[config.mk]
export PLATFORM = sky130hd
export DESIGN_NAME = stfl_useq
export DESIGN_NICKNAME = d
export VERILOG_FILES = /design/src/rtl/core/stfl_pkg.sv /design/src/rtl/core/stfl_useq.sv
export SDC_FILE = /design/constraint.sdc
export NUM_CORES = 1
export LEC_CHECK = 0
export ABC_AREA = 1
export BUFFER_PORTS_ARGS = -buffer_cell sky130_fd_sc_hd__buf_4
export CAP_MARGIN = 0
export CELL_PAD_IN_SITES_DETAIL_PLACEMENT = 0
export CELL_PAD_IN_SITES_GLOBAL_PLACEMENT = 2
export CORE_MARGIN = 3
export CORE_UTILIZATION = 23
export DETAILED_ROUTE_END_ITERATION = 16
export PLACE_DENSITY = 0.89
export REMOVE_ABC_BUFFERS = 1
export SLEW_MARGIN = 20
export SYNTH_ARGS = -nofsm -noshare
export SYNTH_HDL_FRONTEND = slang
export SYNTH_SLANG_ARGS = --single-unit
[constraint.sdc]
create_clock -name clk_i -period 2.2 [get_ports clk_i]
set_input_delay 0.66 -clock clk_i [delete_from_list [all_inputs] [get_ports clk_i]]
set_output_delay 0.66 -clock clk_i [all_outputs]
set_load 0.03 [all_outputs]
[src/rtl/core/stfl_pkg.sv]
package stfl_pkg;

  // Table geometry and field widths.
  localparam int unsigned SLOTS         = 1024;
  localparam int unsigned IDX_W         = $clog2(SLOTS);
  localparam int unsigned CNT_W         = IDX_W + 1;
  localparam int unsigned WORD_W        = 32;
  localparam int unsigned MODE_W        = 2;
  localparam int unsigned STATUS_W      = 3;
  localparam int unsigned MIN_REQUEST   = 8;
  localparam int unsigned MAX_REQUEST   = SLOTS - 1;
  localparam int unsigned RESET_REQUEST = 8;
  localparam logic [1:0]  ALIGN_MASK    = 2'h3;

  // Stream payload layout.
  localparam int unsigned IN_FIELDS_W  = WORD_W + IDX_W;
  localparam int unsigned IN_TDATA_W   = ((IN_FIELDS_W + 7) / 8) * 8;
  localparam int unsigned IN_PAD_W     = IN_TDATA_W - IN_FIELDS_W;
  localparam int unsigned OUT_FIELDS_W = IDX_W + WORD_W + CNT_W;
  localparam int unsigned OUT_TDATA_W  = ((OUT_FIELDS_W + 7) / 8) * 8;
  localparam int unsigned OUT_PAD_W    = OUT_TDATA_W - OUT_FIELDS_W;

  typedef enum logic [MODE_W-1:0] {
    MODE_INSERT    = 2'd0,
    MODE_INSERT_AT = 2'd1,
    MODE_REMOVE    = 2'd2,
    MODE_PEEK      = 2'd3
  } mode_e;

  typedef enum logic [STATUS_W-1:0] {
    ST_OK         = 3'd0,
    ST_MISALIGNED = 3'd1,
    ST_FULL       = 3'd2,
    ST_RANGE      = 3'd3,
    ST_FREE       = 3'd4
  } status_e;

  // One slot of the table: free flag, free-list link and stored word.
  typedef struct packed {
    logic              free;
    logic [IDX_W-1:0]  link;
    logic [WORD_W-1:0] word;
  } entry_t;

  localparam int unsigned ENTRY_W = $bits(entry_t);

  // Microprogram.
  localparam int unsigned UPC_W = 4;
  typedef logic [UPC_W-1:0] upc_t;

  localparam upc_t U_IDLE     = upc_t'(0);
  localparam upc_t U_CHECK    = upc_t'(1);
  localparam upc_t U_BRANCH   = upc_t'(2);
  localparam upc_t U_WALK_EXH = upc_t'(3);
  localparam upc_t U_WALK_FND = upc_t'(4);
  localparam upc_t U_WALK_ADV = upc_t'(5);
  localparam upc_t U_RELINK   = upc_t'(6);
  localparam upc_t U_TAKE     = upc_t'(7);
  localparam upc_t U_SLOT     = upc_t'(8);
  localparam upc_t U_PUSH     = upc_t'(9);
  localparam upc_t U_OUT      = upc_t'(10);

  typedef enum logic [3:0] {
    C_NEVER,
    C_ALWAYS,
    C_NO_ACC,
    C_ERR,
    C_MODE_HI,
    C_EXH,
    C_FOUND,
    C_NO_PUSH,
    C_OUT_BUSY
  } cond_e;

  typedef enum logic [1:0] {
    RD_NONE,
    RD_CHECK,
    RD_LINK
  } rd_sel_e;

  typedef enum logic [1:0] {
    WR_NONE,
    WR_TAKE,
    WR_RELINK,
    WR_PUSH
  } wr_sel_e;

  typedef enum logic [2:0] {
    DP_IDLE,
    DP_INIT,
    DP_WALK,
    DP_ADVANCE,
    DP_TAKE,
    DP_SLOT,
    DP_PUSH,
    DP_OUT
  } dp_op_e;

  typedef struct packed {
    cond_e   cond;
    upc_t    target;
    logic    last;
    rd_sel_e rd;
    wr_sel_e wr;
    dp_op_e  dp;
  } ucode_t;

  // Conditions that the datapath reports to the sequencer.
  typedef struct packed {
    logic no_acc;
    logic err;
    logic mode_hi;
    logic exh;
    logic found;
    logic no_push;
    logic out_busy;
  } cond_flags_t;

  function automatic ucode_t uword(cond_e cond, upc_t target, logic last,
                                   rd_sel_e rd, wr_sel_e wr, dp_op_e dp);
    ucode_t w;
    w.cond   = cond;
    w.target = target;
    w.last   = last;
    w.rd     = rd;
    w.wr     = wr;
    w.dp     = dp;
    return w;
  endfunction

  // The relink of the predecessor comes before the take, so that the free count is
  // still the one the walk was bounded by while the walk step is active.
  function automatic ucode_t ucode_rom(upc_t pc);
    ucode_t w;
    unique case (pc)
      U_IDLE:     w = uword(C_NO_ACC,   U_IDLE,     1'b0, RD_NONE,  WR_NONE,   DP_IDLE);
      U_CHECK:    w = uword(C_ERR,      U_OUT,      1'b0, RD_CHECK, WR_NONE,   DP_INIT);
      U_BRANCH:   w = uword(C_MODE_HI,  U_SLOT,     1'b0, RD_NONE,  WR_NONE,   DP_WALK);
      U_WALK_EXH: w = uword(C_EXH,      U_OUT,      1'b0, RD_NONE,  WR_NONE,   DP_WALK);
      U_WALK_FND: w = uword(C_FOUND,    U_RELINK,   1'b0, RD_NONE,  WR_NONE,   DP_WALK);
      U_WALK_ADV: w = uword(C_ALWAYS,   U_WALK_EXH, 1'b0, RD_LINK,  WR_NONE,   DP_ADVANCE);
      U_RELINK:   w = uword(C_NEVER,    U_IDLE,     1'b0, RD_NONE,  WR_RELINK, DP_WALK);
      U_TAKE:     w = uword(C_ALWAYS,   U_OUT,      1'b0, RD_NONE,  WR_TAKE,   DP_TAKE);
      U_SLOT:     w = uword(C_NO_PUSH,  U_OUT,      1'b0, RD_NONE,  WR_NONE,   DP_SLOT);
      U_PUSH:     w = uword(C_NEVER,    U_IDLE,     1'b0, RD_NONE,  WR_PUSH,   DP_PUSH);
      U_OUT:      w = uword(C_OUT_BUSY, U_OUT,      1'b1, RD_NONE,  WR_NONE,   DP_OUT);
      default:    w = uword(C_ALWAYS,   U_IDLE,     1'b0, RD_NONE,  WR_NONE,   DP_WALK);
    endcase
    return w;
  endfunction

  // Number of active slots for a requested capacity.
  function automatic logic [CNT_W-1:0] active_from_request(logic [IDX_W-1:0] req);
    logic [CNT_W-1:0] r;
    r = {1'b0, req};
    if (r < CNT_W'(MIN_REQUEST)) begin
      r = CNT_W'(MIN_REQUEST);
    end else if (r > CNT_W'(MAX_REQUEST)) begin
      r = CNT_W'(MAX_REQUEST);
    end
    return r + CNT_W'(1);
  endfunction

endpackage

[src/rtl/core/stfl_useq.sv]
module stfl_useq (
  input  logic                 clk_i,
  input  logic                 rst_ni,
  input  stfl_pkg::cond_flags_t flags_i,
  output stfl_pkg::ucode_t     uw_o
);

  stfl_pkg::upc_t   upc_q, upc_d;
  stfl_pkg::ucode_t uw;
  logic             taken;

  assign uw   = stfl_pkg::ucode_rom(upc_q);
  assign uw_o = uw;

  always_comb begin
    unique case (uw.cond)
      stfl_pkg::C_NEVER:    taken = 1'b0;
      stfl_pkg::C_ALWAYS:   taken = 1'b1;
      stfl_pkg::C_NO_ACC:   taken = flags_i.no_acc;
      stfl_pkg::C_ERR:      taken = flags_i.err;
      stfl_pkg::C_MODE_HI:  taken = flags_i.mode_hi;
      stfl_pkg::C_EXH:      taken = flags_i.exh;
      stfl_pkg::C_FOUND:    taken = flags_i.found;
      stfl_pkg::C_NO_PUSH:  taken = flags_i.no_push;
      stfl_pkg::C_OUT_BUSY: taken = flags_i.out_busy;
      default:              taken = 1'b1;
    endcase
  end

  always_comb begin
    if (taken) begin
      upc_d = uw.target;
    end else if (uw.last) begin
      upc_d = stfl_pkg::U_IDLE;
    end else begin
      upc_d = stfl_pkg::upc_t'(upc_q + 1'b1);
    end
  end

  always_ff @(posedge clk_i or negedge rst_ni) begin
    if (!rst_ni) begin
      upc_q <= stfl_pkg::U_IDLE;
    end else begin
      upc_q <= upc_d;
    end
  end

endmodule

==> results.tsv, run 1 <==
metric	value	unit
status	completed	
initial DRC count	13	
num rows	17	
vias per cell	4.507	
Num CTS Buffers	3	
GPL Wtd Cong	0.7700	
core footprint	2318	µm²
Area growth, synth to finish	45.13	%
crit path capture type	primary output	
die area	3211	µm²
worst-margin pin slew	0.2363	ns
Syn Inst Count	92	
flops & latches, synth	4	
Crit Path Category	register to primary output	
GRT Total Usage	10.42	%
Crit Path Max Fanout	5	
DR DRC count	0	
Clock Root Buffer	clkbuf_4	
DP Cell Count	144	
initial core utilization	25.47	%
Routed WL per cell	10.99	µm
CTS sink cnt	4	
sequential share of the synthesized area	16.95	%
Cell Chain, Critical Path	ha_1, nor2_1, inv_1, a32oi_1, buf_4	
Routed Antenna Nets	0	
Required @ worst endpoint	1.54	ns
Worst Hold Class	primary input to async pin	
Die Y	56.67	µm
largest net degree at the start of global routing	10	
first-pass GRT wire length	2746	µm
Design Area, Final	857.1	µm²
I/O pin cnt	25	
Reg2Reg Depth	14	
Die X	56.67	µm
Final Cycle Share	98.21	%
fill cell count	249	
# nets final	138	
Area contributors post-synth	nand2_1, dfrtp_1, ha_1, inv_1, nand3_1	
Mapped Area	590.6	µm²
max reg flops	4	
fmax	0.4628	GHz
clk buf depth	2	
grt ovf	0	
first-pass detailed-route iteration total	4	
CP Launch Type	register	
slowest cell on the critical path	dfrtp_2	
clock latency on the worst-skew pair	0.23	ns
cts hold-fix bufs	0	
WL final	1627	µm
minimum clock period	2.161	ns
number of distinct library cells after synthesis	21	
TritonCTS clock tree	built	
Arrival @ worst endpoint	1.50	ns
RSZ-0062 raised after global routing	yes	
fraction of layout cells with a size suffix above 1	43.33	%
max_cap viols	0	
max_slew headroom	84.23	%
initial antenna violation count	0	
placed instance area	805.8	µm²
proportion of netlist area held by the largest area contributor	20.34	%
fin. max-slew vios	0	
clock-pin slew on the worst setup and hold paths	0.04	ns
area leader, netlist	nand2_1	
Mapped Avg Cell Area	6.419	µm²
Clock Skew	0.003837	ns
Inserted Diodes	0	
vias in the first global route	611	
Max H-tree Level	1	
post-route setup TNS	0	ns
max incr delay on CP	0.43	ns
via count	667	
Final setup violation count	0	
Ys Warns	0	
DP Wirelength	1289	µm
Fin. Hold Viols	0	
Biggest register	upc_q	
biggest regs	upc_q (4)	
I/O Buffers	24	
fin cells	148	
worst max-delay path, delay by kind of cell, from the launching register on:
| kind | cells | cell delay [ns] |
|---|---|---|
| AO/OA/AOI/OAI | 1 | 0.23 |
| flip-flops | 1 | 0.43 |
| buffers and inverters | 2 | 0.27 |
| AND/OR/NAND/NOR | 1 | 0.10 |
| adder cells (fa/ha/maj) | 1 | 0.23 |
Yosys cell counts, drive strengths merged:
| cell type | n |
|---|---|
| inv | 14 |
| o211ai | 1 |
| buf | 3 |
| nand3 | 8 |
| nand2 | 37 |
| nor2 | 4 |
| a32oi | 1 |
| ha | 7 |
| nor3 | 1 |
| dfrtp | 4 |
| o21ai | 6 |
| nand4 | 4 |
| xor2 | 1 |
| o22ai | 1 |
through the flow:
| step | util, % | setup WS, ns | hold slack (ns) |
|---|---|---|---|
| after floorplan | - | -0.1192 | 0.3644 |
| after global placement | 34.75 | 0.1812 | 0.4597 |
| after detailed placement | 34.75 | 0.1370 | 0.4604 |
| after CTS | 36.05 | 0.007641 | 0.2120 |
| after global routing | 36.97 | -0.02843 | 0.2176 |
| final | 36.97 | 0.03929 | 0.2169 |
placed cells by master (no fill, tap or decap), drive strengths merged, types with 3 or more instances in the layout:
cell / synthesis / layout
o21ai: 6 / 6
nand3: 8 / 8
nand2: 37 / 37
buf: 3 / 28
ha: 7 / 7
clkbuf: 0 / 3
nand4: 4 / 4
dfrtp: 4 / 4
nor2: 4 / 4
inv: 14 / 14
layer usage:
| metal | track usage [%] | vias up | wire [µm] |
|---|---|---|---|
| met5 | 0 | - | 0 |
| met4 | 4.068 | 0 | 12 |
| met3 | 0.9195 | 2 | 82 |
| met2 | 16.34 | 16 | 758 |
| met1 | 14.56 | 298 | 773 |
| li1 | - | 351 | - |
path summary, 6_finish.rpt:
check	startpoint	endpoint	slack, ns
worst max-delay path	upc_q[0]	uw_o[1]	0.04
min in group clk_i	upc_q[0]	upc_q[0]	0.66
max in group asynchronous	rst_ni	upc_q[2]	1.87
worst min-delay path	rst_ni	upc_q[0]	0.22
worst min register to register	upc_q[0]	upc_q[0]	0.66
worst max register to register	upc_q[0]	upc_q[3]	0.44
final cells by class:
cell class                 count  area [µm²]  share of cell area [%]
inverter                      14       52.55                   6.131
timing repair buffer          28       210.2                   24.53
clock buffer                   3       22.52                   2.628
sequential                     4       103.9                   12.12
multi-input combinational     71       432.9                   50.51
tap                           28       35.03                   4.088
logic make-up (layout without fill, tap and decap cells):
family	Yosys count	in the layout	share of synthesized area [%]
fa+ha+maj	7	7	14.83
compound gates	9	9	9.535
flops	4	4	16.95
simple gates	54	54	44.49
xor+xnor	1	1	1.483
buf+inv	17	45	12.71
timing repair:
item	in CTS	in global routing
pin swaps	0	2
endpoints found under the setup margin	2	10
buffers inserted	0	1
resized for setup	4	8
Power of run 1 is left out: the tool's default activity adds up to more than one toggle a clock period on the data nets, which glitch-free logic cannot reach.
==> run 2: changes to the inputs <==
Settings changed: CELL_PAD_IN_SITES_DETAIL_PLACEMENT 0 to 1.
==> run 2 against run 1 <==
Effect of this change: critical path depth is the same; critical path type unchanged; routed wire length grew 12%; maximum frequency grew 0.86%; die area is the same; worst hold slack lost 0.0094 ns; highest routed layer unchanged; setup slack gained 0.018 ns.
==> results.tsv, run 2 (synthesis results as in run 1) <==
metric	value	unit	change
biggest regs	upc_q (4)		
post-route setup TNS	0	ns	unchanged
CP Launch Type	register		
status	completed		
Area growth, synth to finish	50.00	%	
slowest cell on the critical path	dfrtp_2		
I/O Buffers	24		unchanged
Crit Path Category	register to primary output		
Die X	56.67	µm	unchanged
clk buf depth	2		unchanged
vias in the first global route	648		+6.1%
Routed WL per cell	12.19	µm	+11%
I/O pin cnt	25		unchanged
Final setup violation count	0		unchanged
Clock Root Buffer	clkbuf_4		
max reg flops	4		unchanged
GRT Total Usage	11.28	%	+0.85 points
Inserted Diodes	0		unchanged
DP Wirelength	1466	µm	+14%
grt ovf	0		unchanged
initial antenna violation count	0		unchanged
max incr delay on CP	0.44	ns	about the same
Crit Path Max Fanout	5		unchanged
max_cap viols	0		unchanged
num rows	17		unchanged
commonest non-fill, non-tap cell in the layout	nand2_1		
hold_ws	0.2075	ns	-0.009403 ns
Die Y	56.67	µm	unchanged
Clock Skew	0.003809	ns	-0.00002774 ns
crit path capture type	primary output		
Max H-tree Level	1		unchanged
clock-pin slew on the worst setup and hold paths	0.04	ns	about the same
WL final	1828	µm	+12%
DR DRC count	0		unchanged
largest net degree at the start of global routing	10		unchanged
vias per cell	4.547		+0.89%
GPL Wtd Cong	0.7700		unchanged
via count	682		+2.2%
Required @ worst endpoint	1.54	ns	about the same
first-pass detailed-route iteration total	4		unchanged
Num CTS Buffers	3		unchanged
die area	3211	µm²	unchanged
Fin. Hold Viols	0		unchanged
clock latency on the worst-skew pair	0.24	ns	about the same
fmax	0.4668	GHz	+0.86%
Biggest register	upc_q		
TritonCTS clock tree	built		
minimum clock period	2.142	ns	-0.01844 ns
initial DRC count	4		-9
RSZ-0062 raised after global routing	yes		
Worst Hold Class	primary input to async pin		
initial core utilization	25.47	%	unchanged
core footprint	2318	µm²	unchanged
fin. max-slew vios	0		unchanged
Arrival @ worst endpoint	1.48	ns	-0.02 ns
CTS sink cnt	4		unchanged
commonest cells after routing, fill and taps aside	nand2_1, buf_4, inv_1, nand3_1		
fraction of layout cells with a size suffix above 1	44.26	%	+0.93 points
max_slew headroom	83.95	%	-0.27 points
# nets final	140		+1.4%
Final Cycle Share	97.38	%	-0.84 points
first-pass GRT wire length	2904	µm	+5.8%
worst-margin pin slew	0.2403	ns	+0.004074 ns
Cell Chain, Critical Path	ha_2, nor2_1, inv_1, a32oi_1, buf_4		
Routed Antenna Nets	0		unchanged
[run 2: routing by layer]
metal	up-vias	GRT usage, %	share of wire (%)
met5	-	0	0
met4	0	6.102	1.0
met3	2	0.9195	4.5
met2	18	17.00	47
met1	309	15.68	47
li1	353	-	-
[run 2: stage by stage]
stage / util, % / setup slack [ns] / instances / instance area, µm²
2_1_floorplan: - / -0.1192 / 89 / 568.0
3_3_place_gp: 34.75 / 0.1812 / 144 / 805.8
3_5_place_dp: 34.75 / 0.1385 / 144 / 805.8
4_1_cts: 36.16 / 0.01098 / 147 / 838.3
5_1_grt: 38.21 / -0.05896 / 150 / 885.9
6_report: 38.21 / 0.05773 / 150 / 885.9
[run 2: repair_timing]
| item | CTS | global route |
|---|---|---|
| buffers inserted | 0 | 3 |
| hold buffers | 0 | 0 |
| resized for setup | 6 | 8 |
| setup endpoints to repair | 6 | 11 |
| pin swaps | 0 | 2 |
[run 2: worst paths after layout]
path	cells after the start	slack, ns	start	end
max	5	0.06	upc_q[0]	uw_o[1]
min	1	0.21	rst_ni	upc_q[0]
max reg2reg	14	0.39	upc_q[0]	upc_q[2]
min reg2reg	3	0.66	upc_q[0]	upc_q[0]
max in group asynchronous	1	1.88	rst_ni	upc_q[2]
min in group clk_i	3	0.66	upc_q[0]	upc_q[0]
[run 2: final cells by class]
class / count / area (µm²)
timing repair buffer: 30 / 229.0
sequential: 4 / 103.9
fill: 301 / 1433
clock buffer: 3 / 22.52
inverter: 14 / 55.05
multi-input combinational: 71 / 440.4
tap: 28 / 35.03
[run 2: worst max-delay path, delay by kind of cell, from the launching register on]
kind,cells,cell delay (ns)
adders and majority gates,1,0.22
AOI/OAI and AO/OA,1,0.22
DFF,1,0.44
buffers and inverters,2,0.27
and+or+nand+nor,1,0.10
Power of run 2 is left out for the same reason.
